File: config.mk
export PLATFORM = sky130hd
export DESIGN_NAME = windowed_vector_stats
export DESIGN_NICKNAME = d
export VERILOG_FILES = /design/src/rtl/core/wvs_pkg.sv /design/src/rtl/core/wvs_div.sv /design/src/rtl/core/wvs_dp.sv /design/src/rtl/core/wvs_ctrl.sv /design/src/rtl/core/windowed_vector_stats.sv
export SDC_FILE = /design/constraint.sdc
export NUM_CORES = 2
export LEC_CHECK = 0
export BUFFER_PORTS_ARGS = -buffer_cell sky130_fd_sc_hd__buf_2
export CAP_MARGIN = 20
export CORE_MARGIN = 4
export CORE_UTILIZATION = 30
export DETAILED_ROUTE_END_ITERATION = 10
export MAX_ROUTING_LAYER = met4
export PLACE_DENSITY_LB_ADDON = 0.15
export SYNTH_ARGS = -nofsm -noshare
export SYNTH_HDL_FRONTEND = slang
export SYNTH_HIERARCHICAL = 1
export SYNTH_SLANG_ARGS = --single-unit
export TNS_END_PERCENT = 5
File: constraint.sdc
create_clock -name i_clk -period 13.5 [get_ports i_clk]
set_input_delay 2.7 -clock i_clk [delete_from_list [all_inputs] [get_ports i_clk]]
set_output_delay 2.7 -clock i_clk [all_outputs]
set_load 0.005 [all_outputs]
File: src/rtl/core/wvs_pkg.sv
// wvs_pkg: shared types, constants and codes for the windowed vector stats block.
// Used by every module under rtl/core; depends on nothing.
`timescale 1ns / 1ps

package wvs_pkg;

    // Fixed geometry of the block
    localparam int CHANNELS    = 6;
    localparam int SAMPLE_W    = 16;
    localparam int COUNT_W     = 24;
    localparam int SUM_W       = 40;
    localparam int ELAPSED_W   = 12;
    localparam int CH_IDX_W    = 3;
    localparam int LEN_W       = 4;
    localparam int CFG_IDX_W   = 1;
    localparam int CFG_DATA_W  = 12;

    localparam logic [COUNT_W-1:0]   COUNT_MAX   = {COUNT_W{1'b1}};
    localparam logic [ELAPSED_W-1:0] ELAPSED_MAX = {ELAPSED_W{1'b1}};

    // Register indexes on the configuration port
    localparam logic [CFG_IDX_W-1:0] CFG_VECTOR_LENGTH  = 1'b0;
    localparam logic [CFG_IDX_W-1:0] CFG_WINDOW_SECONDS = 1'b1;

    // Reset values of the registers
    localparam logic [CH_IDX_W-1:0]  VLEN_RESET = 3'd6;
    localparam logic [ELAPSED_W-1:0] WSEC_RESET = 12'd1;

    // Input word kinds
    localparam logic MODE_SAMPLE = 1'b0;
    localparam logic MODE_TICK   = 1'b1;

    typedef struct packed {
        logic                       mode;
        logic [LEN_W-1:0]           sample_length;
        logic signed [SAMPLE_W-1:0] elem_0;
        logic signed [SAMPLE_W-1:0] elem_1;
        logic signed [SAMPLE_W-1:0] elem_2;
        logic signed [SAMPLE_W-1:0] elem_3;
        logic signed [SAMPLE_W-1:0] elem_4;
        logic signed [SAMPLE_W-1:0] elem_5;
    } t_in_word;

    typedef struct packed {
        logic [CH_IDX_W-1:0]        channel;
        logic signed [SAMPLE_W-1:0] mean;
        logic signed [SAMPLE_W-1:0] minimum;
        logic signed [SAMPLE_W-1:0] maximum;
        logic [COUNT_W-1:0]         sample_count;
        logic [ELAPSED_W-1:0]       elapsed_seconds;
        logic                       last;
    } t_out_word;

    // Controller to datapath
    typedef struct packed {
        logic cap;
        logic tick;
        logic accum;
        logic div_start;
        logic emit;
        logic chan_clr;
        logic chan_inc;
        logic win_clr;
    } t_dp_cmd;

    // Datapath to controller
    typedef struct packed {
        logic is_tick;
        logic sample_ok;
        logic report_due;
        logic div_busy;
        logic div_done;
        logic out_free;
        logic chan_last;
    } t_dp_status;

    typedef enum logic [2:0] {
        S_IDLE,
        S_EXEC,
        S_DIV_GO,
        S_DIV_WAIT,
        S_EMIT,
        S_ACCUM
    } t_state;

endpackage

File: src/rtl/core/wvs_div.sv
// wvs_div: bit-serial restoring divider, signed window sum by unsigned count.
// One quotient bit per cycle; depends on wvs_pkg.
`timescale 1ns / 1ps

module wvs_div (
    input  logic                                i_clk,
    input  logic                                i_rst_n,
    input  logic                                i_start,
    input  logic signed [wvs_pkg::SUM_W-1:0]    i_dividend,
    input  logic [wvs_pkg::COUNT_W-1:0]         i_divisor,
    output logic                                o_busy,
    output logic                                o_done,
    output logic signed [wvs_pkg::SAMPLE_W-1:0] o_quotient
);
    import wvs_pkg::*;

    localparam int CNT_W = $clog2(SUM_W);

    logic               r_busy, r_done, r_neg;
    logic [CNT_W-1:0]   r_cnt;
    logic [SUM_W-1:0]   r_quo;
    logic [COUNT_W-1:0] r_rem;
    logic [COUNT_W-1:0] r_dsr;

    logic [SUM_W-1:0]   w_mag;
    logic [COUNT_W:0]   w_trial;
    logic [COUNT_W+1:0] w_diff;
    logic               w_fits;
    logic [SUM_W-1:0]   w_q;

    // magnitude of the dividend; the most negative sum still fits unsigned
    assign w_mag   = i_dividend[SUM_W-1] ? (~i_dividend + SUM_W'(1)) : i_dividend;

    // one restoring step
    assign w_trial = {r_rem, r_quo[SUM_W-1]};
    assign w_diff  = {1'b0, w_trial} - {2'b00, r_dsr};
    assign w_fits  = !w_diff[COUNT_W+1];

    // control
    always_ff @(posedge i_clk) begin
        if (!i_rst_n) begin
            r_busy <= 1'b0;
            r_done <= 1'b0;
            r_cnt  <= '0;
        end else begin
            r_done <= 1'b0;
            if (i_start) begin
                r_busy <= 1'b1;
                r_cnt  <= CNT_W'(SUM_W - 1);
            end else if (r_busy) begin
                if (r_cnt == '0) begin
                    r_busy <= 1'b0;
                    r_done <= 1'b1;
                end else begin
                    r_cnt <= r_cnt - CNT_W'(1);
                end
            end
        end
    end

    // shift registers
    always_ff @(posedge i_clk) begin
        if (i_start) begin
            r_quo <= w_mag;
            r_rem <= '0;
            r_dsr <= i_divisor;
            r_neg <= i_dividend[SUM_W-1];
        end else if (r_busy) begin
            r_quo <= {r_quo[SUM_W-2:0], w_fits};
            r_rem <= w_fits ? w_diff[COUNT_W-1:0] : w_trial[COUNT_W-1:0];
        end
    end

    // truncation toward zero: negate the magnitude quotient
    assign w_q        = r_neg ? (~r_quo + SUM_W'(1)) : r_quo;
    assign o_quotient = w_q[SAMPLE_W-1:0];
    assign o_busy     = r_busy;
    assign o_done     = r_done;

endmodule

File: src/rtl/core/wvs_dp.sv
// wvs_dp: datapath - configuration registers, window state, report divider,
// input capture and output register. Depends on wvs_pkg and wvs_div.
`timescale 1ns / 1ps

module wvs_dp (
    input  logic                                 i_clk,
    input  logic                                 i_rst_n,
    input  wvs_pkg::t_in_word                    i_in_word,
    input  logic                                 i_cfg_we,
    input  logic [wvs_pkg::CFG_IDX_W-1:0]        i_cfg_index,
    input  logic [wvs_pkg::CFG_DATA_W-1:0]       i_cfg_data,
    input  wvs_pkg::t_dp_cmd                     i_cmd,
    output wvs_pkg::t_dp_status                  o_status,
    output logic                                 o_out_valid,
    input  logic                                 i_out_ready,
    output wvs_pkg::t_out_word                   o_out_word
);
    import wvs_pkg::*;

    logic [CH_IDX_W-1:0]        r_vlen;
    logic [ELAPSED_W-1:0]       r_wsec;
    t_in_word                   r_in;
    logic signed [SUM_W-1:0]    r_sum [CHANNELS];
    logic signed [SAMPLE_W-1:0] r_min [CHANNELS];
    logic signed [SAMPLE_W-1:0] r_max [CHANNELS];
    logic [COUNT_W-1:0]         r_count;
    logic [ELAPSED_W-1:0]       r_elapsed;
    logic [CH_IDX_W-1:0]        r_chan;
    t_out_word                  r_out;
    logic                       r_out_valid;

    logic signed [SAMPLE_W-1:0] w_elem [CHANNELS];
    logic                       w_clear;
    logic                       w_div_busy, w_div_done;
    logic signed [SAMPLE_W-1:0] w_mean;

    assign w_elem[0] = r_in.elem_0;
    assign w_elem[1] = r_in.elem_1;
    assign w_elem[2] = r_in.elem_2;
    assign w_elem[3] = r_in.elem_3;
    assign w_elem[4] = r_in.elem_4;
    assign w_elem[5] = r_in.elem_5;

    // window is wiped at the end of a report or on a new vector length
    assign w_clear = i_cmd.win_clr || (i_cfg_we && i_cfg_index == CFG_VECTOR_LENGTH);

    // configuration registers
    always_ff @(posedge i_clk) begin
        if (!i_rst_n) begin
            r_vlen <= VLEN_RESET;
            r_wsec <= WSEC_RESET;
        end else if (i_cfg_we) begin
            case (i_cfg_index)
                CFG_VECTOR_LENGTH:  r_vlen <= i_cfg_data[CH_IDX_W-1:0];
                CFG_WINDOW_SECONDS: r_wsec <= i_cfg_data[ELAPSED_W-1:0];
                default:            ;
            endcase
        end
    end

    // input capture
    always_ff @(posedge i_clk) begin
        if (i_cmd.cap) r_in <= i_in_word;
    end

    // window count and elapsed seconds
    always_ff @(posedge i_clk) begin
        if (!i_rst_n || w_clear) begin
            r_count   <= '0;
            r_elapsed <= '0;
        end else begin
            if (i_cmd.tick && r_count != '0 && r_elapsed != ELAPSED_MAX)
                r_elapsed <= r_elapsed + ELAPSED_W'(1);
            if (i_cmd.accum && r_count != COUNT_MAX)
                r_count <= r_count + COUNT_W'(1);
        end
    end

    // per-channel sum, minimum and maximum; lanes are independent
    always_ff @(posedge i_clk) begin
        if (!i_rst_n || w_clear) begin
            for (int c = 0; c < CHANNELS; c++) begin
                r_sum[c] <= '0;
                r_min[c] <= '0;
                r_max[c] <= '0;
            end
        end else if (i_cmd.accum && r_count != COUNT_MAX) begin
            for (int c = 0; c < CHANNELS; c++) begin
                if (CH_IDX_W'(c) < r_vlen) begin
                    r_sum[c] <= r_sum[c]
                              + {{(SUM_W-SAMPLE_W){w_elem[c][SAMPLE_W-1]}}, w_elem[c]};
                    if (r_count == '0) begin
                        r_min[c] <= w_elem[c];
                        r_max[c] <= w_elem[c];
                    end else begin
                        if (w_elem[c] < r_min[c]) r_min[c] <= w_elem[c];
                        if (w_elem[c] > r_max[c]) r_max[c] <= w_elem[c];
                    end
                end
            end
        end
    end

    // report channel pointer
    always_ff @(posedge i_clk) begin
        if (!i_rst_n || i_cmd.chan_clr) begin
            r_chan <= '0;
        end else if (i_cmd.chan_inc) begin
            r_chan <= r_chan + CH_IDX_W'(1);
        end
    end

    // mean of the channel being reported
    wvs_div u_div (
        .i_clk      (i_clk),
        .i_rst_n    (i_rst_n),
        .i_start    (i_cmd.div_start),
        .i_dividend (r_sum[r_chan]),
        .i_divisor  (r_count),
        .o_busy     (w_div_busy),
        .o_done     (w_div_done),
        .o_quotient (w_mean)
    );

    // output register: a report word waits here while the next is worked out
    always_ff @(posedge i_clk) begin
        if (!i_rst_n) begin
            r_out_valid <= 1'b0;
        end else if (i_cmd.emit) begin
            r_out_valid <= 1'b1;
        end else if (i_out_ready) begin
            r_out_valid <= 1'b0;
        end
    end

    always_ff @(posedge i_clk) begin
        if (i_cmd.emit) begin
            r_out.channel         <= r_chan;
            r_out.mean            <= w_mean;
            r_out.minimum         <= r_min[r_chan];
            r_out.maximum         <= r_max[r_chan];
            r_out.sample_count    <= r_count;
            r_out.elapsed_seconds <= r_elapsed;
            r_out.last            <= o_status.chan_last;
        end
    end

    // status back to the controller
    always_comb begin
        o_status.is_tick    = (r_in.mode == MODE_TICK);
        o_status.sample_ok  = (r_in.mode == MODE_SAMPLE)
                           && (r_in.sample_length == {1'b0, r_vlen})
                           && (r_vlen != '0)
                           && (r_vlen <= CH_IDX_W'(CHANNELS));
        o_status.report_due = (r_count != '0) && (r_elapsed >= r_wsec);
        o_status.div_busy   = w_div_busy;
        o_status.div_done   = w_div_done;
        o_status.out_free   = !r_out_valid || i_out_ready;
        o_status.chan_last  = (r_chan == r_vlen - CH_IDX_W'(1));
    end

    assign o_out_valid = r_out_valid;
    assign o_out_word  = r_out;

endmodule

File: src/rtl/core/wvs_ctrl.sv
// wvs_ctrl: controller state machine - word acceptance, report sequencing,
// accumulation. Depends on wvs_pkg.
`timescale 1ns / 1ps

module wvs_ctrl (
    input  logic                 i_clk,
    input  logic                 i_rst_n,
    input  logic                 i_in_valid,
    output logic                 o_in_ready,
    input  wvs_pkg::t_dp_status  i_status,
    output wvs_pkg::t_dp_cmd     o_cmd
);
    import wvs_pkg::*;

    t_state r_state, n_state;

    always_ff @(posedge i_clk) begin
        if (!i_rst_n) r_state <= S_IDLE;
        else          r_state <= n_state;
    end

    // next state
    always_comb begin
        n_state = r_state;
        case (r_state)
            S_IDLE: begin
                if (i_in_valid) n_state = S_EXEC;
            end
            S_EXEC: begin
                if (i_status.is_tick || !i_status.sample_ok) n_state = S_IDLE;
                else if (i_status.report_due)               n_state = S_DIV_GO;
                else                                         n_state = S_IDLE;
            end
            S_DIV_GO:   n_state = S_DIV_WAIT;
            S_DIV_WAIT: begin
                if (i_status.div_done) n_state = S_EMIT;
            end
            S_EMIT: begin
                if (i_status.out_free)
                    n_state = i_status.chan_last ? S_ACCUM : S_DIV_GO;
            end
            S_ACCUM:    n_state = S_IDLE;
            default:    n_state = S_IDLE;
        endcase
    end

    // commands
    always_comb begin
        o_cmd      = '0;
        o_in_ready = 1'b0;
        case (r_state)
            S_IDLE: begin
                o_in_ready = 1'b1;
                o_cmd.cap  = i_in_valid;
            end
            S_EXEC: begin
                o_cmd.chan_clr = 1'b1;
                if (i_status.is_tick)
                    o_cmd.tick = 1'b1;
                else if (i_status.sample_ok && !i_status.report_due)
                    o_cmd.accum = 1'b1;
            end
            S_DIV_GO:   o_cmd.div_start = 1'b1;
            S_DIV_WAIT: ;
            S_EMIT: begin
                if (i_status.out_free) begin
                    o_cmd.emit = 1'b1;
                    if (i_status.chan_last) o_cmd.win_clr  = 1'b1;
                    else                    o_cmd.chan_inc = 1'b1;
                end
            end
            S_ACCUM:    o_cmd.accum = 1'b1;
            default:    ;
        endcase
    end

endmodule

File: src/rtl/core/windowed_vector_stats.sv
// windowed_vector_stats: top level joining controller and datapath.
// Depends on wvs_pkg, wvs_ctrl, wvs_dp (and wvs_div below it).
`timescale 1ns / 1ps

// Accepts one word at a time: a sample vector or a one-second tick. A tick, a
// dropped vector or a sample that only accumulates passes through accept, then
// execute, before the next word is taken. A sample that closes a window first
// reports every active channel; each report word waits on the bit-serial divider
// that forms the mean (40 quotient bits, one a cycle, after a start state), and
// waits in the output register if the sink stalls. The closing sample is then
// added in the accumulate state. All window state lives in flip-flops and is
// cleared by reset at once; no clearing pass.
// Configuration writes are taken at any cycle but belong in idle periods; a
// write to vector_length clears the window.

module windowed_vector_stats (
    input  logic                           i_clk,
    input  logic                           i_rst_n,
    input  logic                           i_in_valid,
    output logic                           o_in_ready,
    input  wvs_pkg::t_in_word              i_in_word,
    output logic                           o_out_valid,
    input  logic                           i_out_ready,
    output wvs_pkg::t_out_word             o_out_word,
    input  logic                           i_cfg_we,
    input  logic [wvs_pkg::CFG_IDX_W-1:0]  i_cfg_index,
    input  logic [wvs_pkg::CFG_DATA_W-1:0] i_cfg_data
);
    import wvs_pkg::*;

    t_dp_cmd    w_cmd;
    t_dp_status w_status;

    wvs_ctrl u_ctrl (
        .i_clk      (i_clk),
        .i_rst_n    (i_rst_n),
        .i_in_valid (i_in_valid),
        .o_in_ready (o_in_ready),
        .i_status   (w_status),
        .o_cmd      (w_cmd)
    );

    wvs_dp u_dp (
        .i_clk       (i_clk),
        .i_rst_n     (i_rst_n),
        .i_in_word   (i_in_word),
        .i_cfg_we    (i_cfg_we),
        .i_cfg_index (i_cfg_index),
        .i_cfg_data  (i_cfg_data),
        .i_cmd       (w_cmd),
        .o_status    (w_status),
        .o_out_valid (o_out_valid),
        .i_out_ready (i_out_ready),
        .o_out_word  (o_out_word)
    );

    // a report word is only loaded into a free output register
    a_emit_free: assert property (@(posedge i_clk) disable iff (!i_rst_n)
        w_cmd.emit |-> w_status.out_free)
        else $error("report word loaded over an unread one");

    // the divider is never restarted mid-division
    a_div_idle: assert property (@(posedge i_clk) disable iff (!i_rst_n)
        w_cmd.div_start |-> !w_status.div_busy)
        else $error("divider restarted while busy");

    // accumulation never runs over a window that is due for a report
    a_accum_after_report: assert property (@(posedge i_clk) disable iff (!i_rst_n)
        w_cmd.accum |-> !w_status.report_due)
        else $error("sample accumulated into a window due for report");

    // the final report word clears the window before the sample is added
    a_clear_then_accum: assert property (@(posedge i_clk) disable iff (!i_rst_n)
        w_cmd.win_clr |=> w_cmd.accum)
        else $error("window cleared without adding the closing sample");

endmodule

# Yosys cells after proc, flatten, opt, wreduce, memory -nomap -nowiden
# Memories as Yosys holds them, arrays and structs flattened. A register that Yosys moved wholly into a read port is not among the register bits.
# Index checks and enable logic that the tools add are counted.
[totals] mem_count=3 ram_bits=432 elab_cells=339 reg_bits=312 input_bits=119
[mem_list] memory="u_dp.r_sum" depth=6 width=40 read_ports=7 rd_clocked_by_memory_dff=1 write_ports=6 line="wvs_dp.sv:23" rtl="logic signed [SUM_W-1:0] r_sum [CHANNELS];"
[mem_list] memory="u_dp.r_max" depth=6 width=16 read_ports=7 rd_clocked_by_memory_dff=1 write_ports=6 line="wvs_dp.sv:25" rtl="logic signed [SAMPLE_W-1:0] r_max [CHANNELS];"
[mem_list] memory="u_dp.r_min" depth=6 width=16 read_ports=7 rd_clocked_by_memory_dff=1 write_ports=6 line="wvs_dp.sv:24" rtl="logic signed [SAMPLE_W-1:0] r_min [CHANNELS];"
[classes] eq_ne=13 n_bitwise=37 n_addsub=14 n_reduce_logical=33 magnitude_cmp=20 muxes=191
[op_table] op="$mux W16" count=25
[op_table] op="$mux W40" count=9
[op_table] op="$add A40 B40 Y40" count=6
[op_table] op="$mux W1" count=141
[op_table] op="$gt A16 B16 Y1" count=6
[op_table] op="$lt A16 B16 Y1" count=6
[op_table] op="$add A40 B2 Y40 const B" count=1
[op_table] op="$not A40 Y40" count=1
[op_table] op="$or A1 B1 Y1" count=30
[op_table] op="$sub A25 B24 Y26" count=1
[op_table] op="$add A24 B1 Y24 const B" count=1
[op_table] op="$logic_not A24 Y1" count=1
[op_table] op="$mux W24" count=1
[op_table] op="$ne A24 B24 Y1 const B" count=1
[op_table] op="$reduce_bool A24 Y1" count=1
[op_table] op="$mux W3" count=7
[op_table] op="$mux W6" count=3
[op_table] op="$add A16 B1 Y16 const B" count=1
[op_table] op="$not A16 Y16" count=1
[op_table] op="$pmux W3 S5" count=1
[op_table] op="$add A12 B1 Y12 const B" count=1
[op_table] op="$ge A12 B12 Y1" count=1
[op_table] op="$ne A12 B12 Y1 const B" count=1
[op_table] op="$logic_and A1 B1 Y1" count=9
[op_table] op="other kinds (27)" count=52

# Depth between registers and ports, before layout
[logic_depth] ltp_word=14 ltp_mapped=20

# Modules after synthesis
# Netlist, hierarchy kept.
[by_module_without_submodules] module="wvs_dp" area_per_inst_um2=43952.2 cells_per_inst=4212 n_inst=1
[by_module_without_submodules] module="wvs_div" area_per_inst_um2=6177.2 cells_per_inst=662 n_inst=1
[by_module_without_submodules] module="wvs_ctrl" area_per_inst_um2=290.3 cells_per_inst=35 n_inst=1

# Worst setup path after synthesis
# OpenSTA, ideal clock, no wires.
[synth_timing] path_kind="input -> register" startpoint="input i_out_ready" endpoint="memory u_dp.r_min[4][0], enable pin" n_path_buf=0 path_slack_ns=3.043 cell_stages=7 arrival_time_ns=10.044 path_cell_list="nand2b_1 -> nand2_1 -> nor2_1 -> and2_1 -> and3b_1 -> o21ai_0 -> a21boi_0"
[synth_lines] element="from (decl)" line="windowed_vector_stats.sv:23" rtl="input logic i_out_ready,"
[synth_lines] element="to (decl)" line="wvs_dp.sv:24"

==> metrics.md <==
| Metric | Value |
|---|---|
| Outcome | finished clean |
| HPWL after detailed placement | 124000 um |
| Worst stage delay on the critical path | 960 ps |
| CTS resizes | 0 |
| Maximum vdd drop | 96.2 uV |
| Final setup TNS | 0 ps |
| Crit-path cells | buf_2, nand2b_1, nand2_1, nor2_4, and2_1, and3b_1, buf_4, and3_1, nand2_2, nand2_2, a21boi_1, buf_4 |
| Clk_skew | 74.6 ps |
| Root buffer cell | clkbuf_16 |
| Crit path max-delay cell type | nand2_2 |
| Max Root-Sink Buffers | 3 |
| Hold Path Class | flop to flop |
| Die width | 418 um |
| Initial antenna violation count | 8 |
| Fin. max-slew vios | 0 |
| Final hold vios | 0 |
| Clk Latency, worst-skew pair | 750 ps |
| Post-Syn Instances | 4908 |
| Initial drt markers | 2485 |
| Design Area, Final | 0.0572 mm^2 |
| Hold_buf cts | 0 |
| Starting Density | 30.2% |
| Post-route DRC | 0 |
| Sink Count | 779 |
| Post-route insts no fill | 7373 |
| Crit path kind | input port to flop |
| Total number of vias | 37624 |
| CP endpoint kind | flop |
| WL final | 161000 um |
| Met2 Usage GRT | 29.6% |
| RSZ-0062 raised after global routing | no |
| Inserted Clock Buffers | 99 |
| Ys Warns | 6 |
| Routed WL per cell | 21.8 um |
| CTS H-tree lvls | 3 |
| Pre-antenna DRT Iters | 5 |
| Slew @ Worst Pin | 1070 ps |
| Grt met1 use | 24.9% |
| Period utilization | 47.1% |
| WHS | 468 ps |
| Clk slew on worst S/H paths | 60 ps |
| Cells after DPL | 7181 |
| Port Buffers | 208 |
| Cell area after synthesis | 0.0504 mm^2 |
| Layout cell share with drive strength beyond 1 | 10.6% |
| PD cells | 131 mW/mm^2 |
| Row cnt | 150 |
| Vias per std cell | 5.10 |
| M3 GR Usage | 2.15% |
| Arrival time worst endpoint | 6790 ps |
| Critical Path RT | 13930 ps |
| Die height | 418 um |
| Vias in the first global route | 36863 |
| First-pass GRT wire length | 236000 um |
| Largest net degree at the start of global routing | 83 |
| Post-CTS setup buffer count | 0 |
| Dpl cell area | 0.0539 mm^2 |
| Synthesized area per cell | 10.3 um^2 |
| Worst setup SP type | input port |
| Global-route usage over all layers | 18.5% |
| Final setup fails | 0 |
| Grt ovf | 0 |
| Total core area | 0.167 mm^2 |
| # IOs | 209 |
| Max FO, Critical Path | 46 |
| Pleak | 0.0230 uW |
| Syn Nets | 5500 |
| GP Congestion | 0.868 |
| Final ANT Viol Nets | 0 |
| Grt peak-use layer | met2 |
| Area of the die | 0.175 mm^2 |
| Synth-to-layout area growth | 13.5% |
| Slew Limit Headroom | 28.7% |
| Min cycle time layout | 6350 ps |
| Largest delay share family, worst path | simple AND/OR/NAND/NOR gates |
| Max_cap viols | 0 |
| Layout net count | 5671 |
| CP Buf/Inv Count | 3 |
| CTS tree | done |
| Max Freq | 157 MHz |
-- through the flow --
step | power, uW | worst slack [ps] | utilization, %
CTS | 7610 | 7160 | 34.2
global route | 7930 | 6850 | 34.2
finish | 7510 | 7150 | 34.2
global placement | 4870 | 6380 | 32.3
detailed placement | 4870 | 6360 | 32.3
floorplan | 4310 | 3040 | -
-- layer usage --
metal  share of wire (%)  up-vias  routed length (um)
li1                    -    18431                   -
met2                  46      772               74300
met1                  47    18244               76200
met4                 2.2        0                3560
met5                   0        -                   0
met3                 4.0      177                6460
-- cell type report --
class | instances | area [um^2]
Fill cell | 16976 | 110000
Multi-Input combinational cell | 3647 | 26100
Sequential cell | 779 | 22500
Tap cell | 2204 | 2760
Clock buffer | 131 | 2690
Timing Repair Buffer | 257 | 1430
Inverter | 295 | 1110
Clock inverter | 54 | 581
Antenna cell | 6 | 15.0
-- power breakdown --
part | total, uW | internal [uW] | switching [uW]
Clock | 2690 | 1550 | 1140
Combinational | 1760 | 717 | 1040
Sequential | 3060 | 2830 | 229
-- registers in the layout (all words and copies together), names as in the netlist, named ones only --
| register | flops |
|---|---|
| u_ctrl/r_state | 3 |
| u_dp/o_out_valid | 1 |
| u_dp/o_out_word | 88 |
| u_dp/o_status | 1 |
| u_dp/r_chan | 3 |
| u_dp/r_count | 24 |
| u_dp/r_elapsed | 12 |
| u_dp/r_in | 100 |
| u_dp/r_max | 96 |
| u_dp/r_min | 96 |
| u_dp/r_sum | 240 |
| u_dp/r_vlen | 3 |
| u_dp/r_wsec | 12 |
| u_dp/u_div/o_busy | 1 |
| u_dp/u_div/o_done | 1 |
| u_dp/u_div/r_cnt | 6 |
| u_dp/u_div/r_dsr | 24 |
| u_dp/u_div/r_neg | 1 |
| u_dp/u_div/r_quo | 40 |
| u_dp/u_div/r_rem | 24 |
-- tightest hold or removal path, stage by stage, from the launching register on --
cell and delay [ps]:
dfxtp_1 310, nand2_1 50, a21boi_0 60
-- final timing paths --
path	slack, ps	cells after the start	start	end
max	7150	12	i_out_ready	u_dp/r_max[2][11]
min	470	2	u_dp/r_wsec[2]	u_dp/r_wsec[2]
max reg2reg	7750	18	u_dp/r_elapsed[0]	u_dp/r_max[2][11]
min reg2reg	470	2	u_dp/r_wsec[2]	u_dp/r_wsec[2]
-- placed cells by master (no fill, tap or decap), types with 64 or more instances in the layout --
cell	count
edfxtp_1	686
o21ai_0	185
clkbuf_16	100
a21oi_1	417
mux4_2	72
nand4_1	81
buf_2	208
and3_1	91
xor2_1	169
mux2i_1	97
ha_1	466
nand3_1	69
nor2b_1	64
nor2_1	586
inv_1	295
a21o_1	199
xnor2_1	141
dfxtp_1	87
nand2_1	308
nor3_1	79
(Power assumes the default switching activity.)
